### config.mk
export PLATFORM = sky130hd
export DESIGN_NAME = id_allocator_with_free_queue_top
export DESIGN_NICKNAME = d
export VERILOG_FILES = /design/src/sv/ida_pkg.sv /design/src/sv/id_allocator_with_free_queue_top.sv
export VERILOG_INCLUDE_DIRS = /design/src /design/src/sv
export SDC_FILE = /design/constraint.sdc
export NUM_CORES = 2
export LEC_CHECK = 0
export BUFFER_PORTS_ARGS = -buffer_cell sky130_fd_sc_hd__buf_2
export CORE_MARGIN = 10
export CORE_UTILIZATION = 45
export DETAILED_ROUTE_END_ITERATION = 6
export PLACE_DENSITY_LB_ADDON = 0.1
export SLEW_MARGIN = 30
export SYNTH_ARGS = -nofsm -noshare
export SYNTH_HDL_FRONTEND = slang
export SYNTH_SLANG_ARGS = --single-unit
### constraint.sdc
create_clock -name aclk -period 3.6 [get_ports aclk]
set_clock_uncertainty 0.2 [all_clocks]
set_input_delay 0 -clock aclk [delete_from_list [all_inputs] [get_ports aclk]]
set_output_delay 0 -clock aclk [all_outputs]
set_load 0.1 [all_outputs]
### src/sv/id_allocator_with_free_queue_top_macros.svh
// assertion macros for the identifier allocator
`ifndef ID_ALLOCATOR_WITH_FREE_QUEUE_TOP_MACROS_SVH
`define ID_ALLOCATOR_WITH_FREE_QUEUE_TOP_MACROS_SVH

// checked only outside reset
`define IDA_ASSERT(label, prop, msg) \
    label: assert property (@(posedge aclk) disable iff (!aresetn) prop) \
        else $error(msg);

// checked on every edge, reset included
`define IDA_ASSERT_ALWAYS(label, prop, msg) \
    label: assert property (@(posedge aclk) prop) else $error(msg);

`endif

### src/sv/ida_pkg.sv
// shared types and constants of the identifier allocator
`timescale 1ns / 1ps
`default_nettype none

package ida_pkg;

    localparam int unsigned NUM_IDS_DEF = 256;
    localparam int unsigned ID_W        = 8;
    localparam int unsigned STATUS_W    = 2;

    typedef enum logic [STATUS_W-1:0] {
        STATUS_OK           = 2'd0,
        STATUS_EXHAUSTED    = 2'd1,
        STATUS_NEVER_ISSUED = 2'd2,
        STATUS_QUEUE_FULL   = 2'd3
    } status_t;

    typedef enum logic [1:0] {
        ST_IDLE = 2'b01,
        ST_READ = 2'b10
    } state_t;

endpackage

`default_nettype wire

### src/sv/id_allocator_with_free_queue_top.sv
// identifier allocator: fresh counter plus a free queue held in one synchronous memory
//
//  channel  | direction | tdata             | tuser
//  ---------+-----------+-------------------+----------------------------
//  s_       | in        | [7:0] release_id  | [0] op (0 acquire, 1 release)
//  m_       | out       | [7:0] granted_id  | [1:0] status
//
// one result beat per input beat. an acquire served from the free queue is read
// from the queue memory into a read register, then loaded into the output
// register; every other beat loads the output register directly. a new beat is
// taken when no queue read is pending and the output register is empty or being
// drained. reset clears pointers, count and fresh counter at once; the queue
// memory is not cleared, entries are read only after they were written.
`timescale 1ns / 1ps
`default_nettype none

module id_allocator_with_free_queue_top #(
    parameter int unsigned NUM_IDS = ida_pkg::NUM_IDS_DEF
) (
    input  wire logic                       aclk,
    input  wire logic                       aresetn,
    input  wire logic                       s_tvalid,
    output logic                            s_tready,
    input  wire logic [ida_pkg::ID_W-1:0]   s_tdata,   // [7:0] release_id
    input  wire logic [0:0]                 s_tuser,   // [0] op
    output logic                            m_tvalid,
    input  wire logic                       m_tready,
    output logic [ida_pkg::ID_W-1:0]        m_tdata,   // [7:0] granted_id
    output logic [ida_pkg::STATUS_W-1:0]    m_tuser    // [1:0] status
);

    import ida_pkg::*;

    localparam int unsigned PTR_W = (NUM_IDS > 1) ? $clog2(NUM_IDS) : 1;
    localparam int unsigned CNT_W = $clog2(NUM_IDS + 1);
    localparam int unsigned CMP_W = (CNT_W > ID_W) ? CNT_W : ID_W;

    logic [ID_W-1:0]  queue_mem [NUM_IDS];
    logic [ID_W-1:0]  rd_data_reg;

    state_t           state_reg, state_next;
    logic [PTR_W-1:0] head_reg, head_next;
    logic [PTR_W-1:0] tail_reg, tail_next;
    logic [CNT_W-1:0] count_reg, count_next;
    logic [CNT_W-1:0] fresh_reg, fresh_next;

    logic             m_tvalid_reg, m_tvalid_next;
    logic [ID_W-1:0]  granted_reg, granted_next;
    status_t          status_reg, status_next;

    logic             accept;
    logic             is_release;
    logic             rd_en;
    logic             wr_en;
    logic             out_load;
    logic             queue_empty;
    logic             queue_full;
    logic             fresh_left;
    logic             never_issued;

    // no beat is taken while reset is held
    assign s_tready    = aresetn && (state_reg == ST_IDLE) && (!m_tvalid_reg || m_tready);
    assign accept      = s_tvalid && s_tready;
    assign is_release  = s_tuser[0];
    assign queue_empty = (count_reg == '0);
    assign queue_full  = (count_reg == CNT_W'(NUM_IDS));
    assign fresh_left  = (fresh_reg < CNT_W'(NUM_IDS));
    assign never_issued = (CMP_W'(s_tdata) >= CMP_W'(fresh_reg));

    assign m_tvalid = m_tvalid_reg;
    assign m_tdata  = granted_reg;
    assign m_tuser  = status_reg;

    always_comb begin
        state_next   = state_reg;
        head_next    = head_reg;
        tail_next    = tail_reg;
        count_next   = count_reg;
        fresh_next   = fresh_reg;
        granted_next = granted_reg;
        status_next  = status_reg;
        rd_en        = 1'b0;
        wr_en        = 1'b0;
        out_load     = 1'b0;

        case (state_reg)
            ST_IDLE: begin
                if (accept) begin
                    if (!is_release) begin
                        if (!queue_empty) begin
                            // oldest released id comes back from memory next cycle
                            rd_en      = 1'b1;
                            head_next  = (head_reg == PTR_W'(NUM_IDS - 1)) ?
                                         '0 : head_reg + 1'b1;
                            count_next = count_reg - 1'b1;
                            state_next = ST_READ;
                        end else if (fresh_left) begin
                            out_load     = 1'b1;
                            granted_next = ID_W'(fresh_reg);
                            status_next  = STATUS_OK;
                            fresh_next   = fresh_reg + 1'b1;
                        end else begin
                            out_load     = 1'b1;
                            granted_next = '0;
                            status_next  = STATUS_EXHAUSTED;
                        end
                    end else begin
                        out_load     = 1'b1;
                        granted_next = '0;
                        if (never_issued) begin
                            status_next = STATUS_NEVER_ISSUED;
                        end else if (queue_full) begin
                            status_next = STATUS_QUEUE_FULL;
                        end else begin
                            status_next = STATUS_OK;
                            wr_en       = 1'b1;
                            tail_next   = (tail_reg == PTR_W'(NUM_IDS - 1)) ?
                                          '0 : tail_reg + 1'b1;
                            count_next  = count_reg + 1'b1;
                        end
                    end
                end
            end
            ST_READ: begin
                out_load     = 1'b1;
                granted_next = rd_data_reg;
                status_next  = STATUS_OK;
                state_next   = ST_IDLE;
            end
            default: begin
                state_next = ST_IDLE;
            end
        endcase

        m_tvalid_next = m_tvalid_reg && !m_tready;
        if (out_load) begin
            m_tvalid_next = 1'b1;
        end
    end

    // free queue memory, one write and one registered read port
    always_ff @(posedge aclk) begin
        if (wr_en) begin
            queue_mem[tail_reg] <= s_tdata;
        end
        if (rd_en) begin
            rd_data_reg <= queue_mem[head_reg];
        end
    end

    always_ff @(posedge aclk) begin
        if (!aresetn) begin
            state_reg    <= ST_IDLE;
            head_reg     <= '0;
            tail_reg     <= '0;
            count_reg    <= '0;
            fresh_reg    <= '0;
            m_tvalid_reg <= 1'b0;
        end else begin
            state_reg    <= state_next;
            head_reg     <= head_next;
            tail_reg     <= tail_next;
            count_reg    <= count_next;
            fresh_reg    <= fresh_next;
            m_tvalid_reg <= m_tvalid_next;
        end
    end

    always_ff @(posedge aclk) begin
        granted_reg <= granted_next;
        status_reg  <= status_next;
    end

`include "id_allocator_with_free_queue_top_macros.svh"

    `IDA_ASSERT(a_count_bound, (count_reg <= CNT_W'(NUM_IDS)), "free queue count out of range")
    `IDA_ASSERT(a_fresh_bound, (fresh_reg <= CNT_W'(NUM_IDS)), "fresh counter out of range")
    `IDA_ASSERT(a_read_slot_free,
        (state_reg == ST_READ) |-> !m_tvalid_reg,
        "output busy during queue read")
    `IDA_ASSERT(a_state_quiet,
        (aresetn && !accept) |=> ($stable(count_reg) && $stable(fresh_reg)),
        "state moved without a beat")
    `IDA_ASSERT_ALWAYS(a_reset_clear,
        (!aresetn) |=> (count_reg == '0 && !m_tvalid_reg),
        "reset left state behind")

endmodule

`default_nettype wire
Word level (Yosys, flattened, before mapping)
Memory sizes are Yosys's and may differ from the RTL's. A register that Yosys moved wholly into a read port is not among the register bits.
Index checks and enable logic that the tools add are counted.
- memory bits (writable): 2048
- logic and storage cells: 80
- register bits: 47
- output and inout bits: 12
- memories: 1
- memories (memory ; words ; bits a word ; read ports ; clocked after Yosys merged registers in ; wr ports ; RTL line ; RTL):
    queue_mem ; 256 ; 8 ; 1 ; 1 ; 1 ; id_allocator_with_free_queue_top.sv:38 ; logic [ID_W-1:0] queue_mem [NUM_IDS];
- equal/unequal tests: 10
- reduce and logical (&&, ||, !) cells: 16
- bitwise gates (word level): 4
- magnitude comparators: 2
- $add $sub $neg: 5
- muxes and demuxes: 34
- operators by type and width (operator ; count):
    $mux W8 ; 6
    $mux W9 ; 4
    $add A9 B1 Y9 const B ; 2
    $add A8 B1 Y8 const B ; 2
    $eq A8 B8 Y1 const B ; 2
    $mux W1 ; 16
    $pmux W8 S2 ; 1
    $reduce_and A5 Y1 ; 3
    $mux W2 ; 5
    $eq A9 B9 Y1 const B ; 1
    $ge A8 B9 Y1 ; 1
    $logic_not A9 Y1 ; 1
    $lt A9 B9 Y1 const B ; 1
    $sub A9 B1 Y9 const B ; 1
    $ne A2 B2 Y1 const B ; 4
    $reduce_and A3 Y1 ; 2
    $logic_and A1 B1 Y1 ; 4
    $not A1 Y1 ; 4
    $pmux W2 S2 ; 1
    $reduce_and A4 Y1 ; 1
    $ne A3 B3 Y1 const B ; 1
    $eq A2 B1 Y1 const B ; 1
    $eq A2 B2 Y1 const B ; 1
    $logic_not A1 Y1 ; 2
    4 further kinds ; 4

Logic depth before layout (Yosys ltp)
- depth in word-level cells: 8
- depth in mapped cells: 13
- mapped depth without buffers: 9

Least setup slack after synthesis
Ideal clock, no wire load.
- path kind: reg-to-reg
- from: register m_tvalid_reg (netlist: m_tvalid)
- to: memory queue_mem[103][0] (enable)
- setup slack: -1.064 ns
- setup time: 0.370 ns
- path buffers: 1
- arrival time: 4.093 ns
- period minus slack after synthesis: 4.664 ns
- stages on the path, launching flop included: 9
- cells stage by stage: dfxtp_1 > nor2b_1 > nor2_1 > nand2_1 > a211oi_4 > and2_1 > nand2_1 > buf_2 > nor2_1
- cells in the longest elaborated chain, start to end: 8
- RTL lines (item ; RTL line ; RTL):
    from (decl) ; id_allocator_with_free_queue_top.sv:47 ; logic m_tvalid_reg, m_tvalid_next;
    from (signal assigned) ; id_allocator_with_free_queue_top.sv:165 ; m_tvalid_reg <= m_tvalid_next;
    $logic_not A1 Y1 ; id_allocator_with_free_queue_top.sv:62 ; assign s_tready = aresetn && (state_reg == ST_IDLE) && (!m_tvalid_reg || m_tready);
    $logic_or A1 B1 Y1 ; id_allocator_with_free_queue_top.sv:62 ;
    $logic_and A1 B1 Y1 ; id_allocator_with_free_queue_top.sv:62 ;
    via s_tready ; id_allocator_with_free_queue_top.sv:23 ; output logic s_tready,
    $logic_and A1 B1 Y1 ; id_allocator_with_free_queue_top.sv:63 ; assign accept = s_tvalid && s_tready;
    $mux W1 ; id_allocator_with_free_queue_top.sv:88 ; if (accept) begin
    $mux W1 ; id_allocator_with_free_queue_top.sv:86 ; case (state_reg)
    $mux W1 ; id_allocator_with_free_queue_top.sv:143 ; if (wr_en) begin
    $mux W1 (implied by the code) ; id_allocator_with_free_queue_top.sv:144 ; queue_mem[tail_reg] <= s_tdata;
    to (decl) ; id_allocator_with_free_queue_top.sv:38 ;
The timed path passes the listed nets, and every way through them passes these cells.

==> results.json <==
{
  "synth.yosys.seq_area_share_pct": 75.8,
  "yosysTopAreaCell": "edfxtp_1",
  "drt-pass1-iter-count": 6,
  "post-synth-top-area-fraction_pct": 74.9,
  "ys_types": 87,
  "finalHoldWorstSlack_ns": 0.129,
  "cts_max_level": 4,
  "syn-mean-instance-area_um2": 19.9,
  "finalMaxSlewViolations": 0,
  "clock_sinks": 2103,
  "yosys-top-cells-count": "edfxtp_1, mux4_2, nor2_1, mux2i_1, nand2_1",
  "gr-total-overflow": 0,
  "place.gp.congestion": 0.867,
  "fin_crit_sh_pct": 98.4,
  "start_kind": "flop",
  "dr.first_iter.drc_count": 5683,
  "grt_usage_pct": 24.2,
  "design.portCount": 25,
  "post_dp_cell_area_mm2": 0.0901,
  "synth_adder_area_share_pct": 0.371,
  "post_synthesis_sequential_element_count": 2103,
  "numCtsBuffers": 216,
  "timing.max_slew.rel_slack_pct": 27.1,
  "largest_register_ff_count": 2048,
  "share_of_final_layout_standard_cells_stronger_than_drive_strength_1_pct": 28.9,
  "ys_top_cells_by_area": "edfxtp_1, mux4_2, mux2i_1, nor2_1, dfxtp_1",
  "synth.yosys.warnings": 0,
  "timing_hold_violations_final": 0,
  "tritoncts": "built",
  "rows": 157,
  "post_synth_xor_area_fraction_pct": 0.243,
  "die_h_um": 449,
  "first_global_vias": 44277,
  "number_of_antenna_violations_at_the_first_check_in_global_routing": 16,
  "largest_family_of_logic_cells_by_synthesized_area": "multiplexers",
  "drv_cap": 0,
  "clk_pin_slew_worst_paths_ns": 0.06,
  "synth.mux.area_fraction_pct": 14.3,
  "routedWlPerCell_um": 33.5,
  "numPortBuffers": 24,
  "chipWidth_um": 449,
  "grt_first_pass_wirelength_mm": 350,
  "post_synth_and_or_nand_nor_area_fraction_pct": 3.59,
  "synth_compound_gate_area_share_pct": 3.81,
  "gr-usage-met3_pct": 4.51,
  "cp_slowest_cell": "or3b_2",
  "final_cell_count_no_fill": 7449,
  "hp-class": "in -> reg",
  "dp.final_hpwl_mm": 162,
  "groute.layer.met1.usage_pct": 34.7,
  "timing_worst_setup_path_type": "reg -> reg",
  "yosysMostFrequentCell": "edfxtp_1",
  "route.antenna.remaining_nets": 0,
  "worstPathArrival_ns": 4.01,
  "crit_buf_inv": 3,
  "count_of_nets_after_finishing": 4841,
  "critical_path.top_delay_family": "compound AO/OA/AOI/OAI gates",
  "final-setup-viol-count": 0,
  "synth_enable_flop_cells": 2066,
  "areaGrowthSynthToFinish_pct": 17.6,
  "cellLeakagePower_nw": 30.6,
  "synth.cell_area_mm2": 0.0829,
  "floorplan.die_area_mm2": 0.202,
  "routed_wirelength_mm": 249,
  "per_cell_via_count_in_the_routed_design": 5.99,
  "post_synth_inst_count": 4170,
  "tightest_slew_ns": 1.09,
  "power_density_of_the_placed_cells_mw_per_mm2": 523,
  "postLayoutCoreUtil_pct": 53.2,
  "maximum_number_of_pins_on_one_net_before_global_route_repair": 205,
  "cp_slowest_stage_delay_ns": 0.62,
  "cts-root-buf": "clkbuf_16",
  "status": "completed",
  "irDropWorstVdd_uv": 373,
  "critical_path.cell_chain": "buf_12, or3b_2, buf_4, buf_4, o22ai_1, nor3_1, o211ai_1, o21ai_1, a211o_1, o32ai_1",
  "place_inst": 7018,
  "clock_insertion_delay_worst_skew_ns": 0.86,
  "grt.met2_usage_pct": 37.6,
  "synth-async-reset-ratio_pct": 0,
  "worstPathMaxFanout": 12,
  "vias": 44610,
  "syn_nets": 4207,
  "dominantRegCellSynth": "edfxtp_1",
  "drt_drc_violations_left": 0,
  "data_required_time_at_the_worst_endpoint_ns": 4.07,
  "worst_setup_path_end_kind": "flop",
  "n_fill_cell": 14606,
  "finalCriticalPeriod_ns": 3.54,
  "grt_busiest_layer": "met2",
  "placeableCoreArea_mm2": 0.183,
  "fmax_mhz": 282,
  "final_cell_area_mm2": 0.0974,
  "crit_top_cell": "buf_4",
  "cts_buffer_depth": 3,
  "floorplan.initialDensity_pct": 45.3
}
[path summary, 6_finish.rpt]
kind,start,end,slack [ns],cells after the start
setup / recovery,head_reg[0],rd_data_reg[3],0.06,10
hold / removal,s_tdata[1],queue_mem[133][1],0.13,3
setup reg to reg,head_reg[0],rd_data_reg[3],0.06,10
hold reg to reg,count_reg[8],count_reg[8],0.30,2
[kinds of logic after synthesis]
logic type | Yosys count
buffers and inverters | 270
adder cells (fa/ha/maj) | 24
AO/OA/AOI/OAI | 452
multiplexers | 643
XOR/XNOR | 23
AND/OR/NAND/NOR | 655
flip-flops | 2103
[routing by layer]
metal | wire [um] | part of all wire [%]
met5 | 23 | 0.0092
met4 | 8370 | 3.4
met3 | 20300 | 8.1
met2 | 117000 | 47
met1 | 104000 | 42
[cells in the final DEF, fill, tap and decap left out, types with 32 or more instances in the layout]
cell / netlist / final
a221oi_1: 34 / 34
a211oi_1: 36 / 34
nand3_1: 50 / 44
o22ai_1: 43 / 43
o21ai_0: 62 / 58
clkinv_1: 0 / 64
a22oi_1: 71 / 71
clkbuf_16: 0 / 221
nor2b_1: 35 / 32
nor2_1: 323 / 300
mux2_2: 33 / 33
nand2_1: 134 / 131
a21oi_1: 77 / 76
buf_12: 1 / 61
buf_4: 41 / 555
edfxtp_1: 2066 / 2066
clkinv_2: 0 / 39
clkbuf_1: 80 / 35
mux4_2: 390 / 390
mux2i_1: 192 / 192
[per-stage QoR]
stage / TNS (ns) / worst slack, ns / total power [mW]
3_3_place_gp: -0.555 / -0.243 / 29.5
5_1_grt: -0.556 / -0.0274 / 52.4
3_5_place_dp: -0.284 / -0.284 / 29.6
6_report: 0 / 0.0570 / 51.0
4_1_cts: 0 / 0.0116 / 51.4
2_1_floorplan: -71.52 / -0.0968 / 28.6
[timing repair]
item,in CTS,in global routing
hold buffers,21,0
setup buffers,0,8
cloned,0,1
endpoints found under the hold margin,756,0
setup endpoints to repair,10,92
resized for setup,4,20
pin swaps,0,3
[layout make-up]
cell class,count,area (um^2),area share [%]
diodes,5,12.5,0.0128
well taps,2464,3080,3.17
clock buffers,255,5640,5.79
flip-flops and latches,2103,62800,64.5
clock inverters,139,1240,1.27
inverters,19,71.3,0.0732
repair buffers,667,5920,6.08
multi-input cells,1797,18600,19.1
[worst min-delay path: stages]
cell,delay [ns]
dlygate4sd3_1,0.56
buf_8,0.18
buf_12,0.19
[power by group]
group | switching, mW | internal [mW]
logic | 1.32 | 0.817
registers | 0.0238 | 26.9
clock network | 9.32 | 12.6
(Power assumes the default switching activity.)
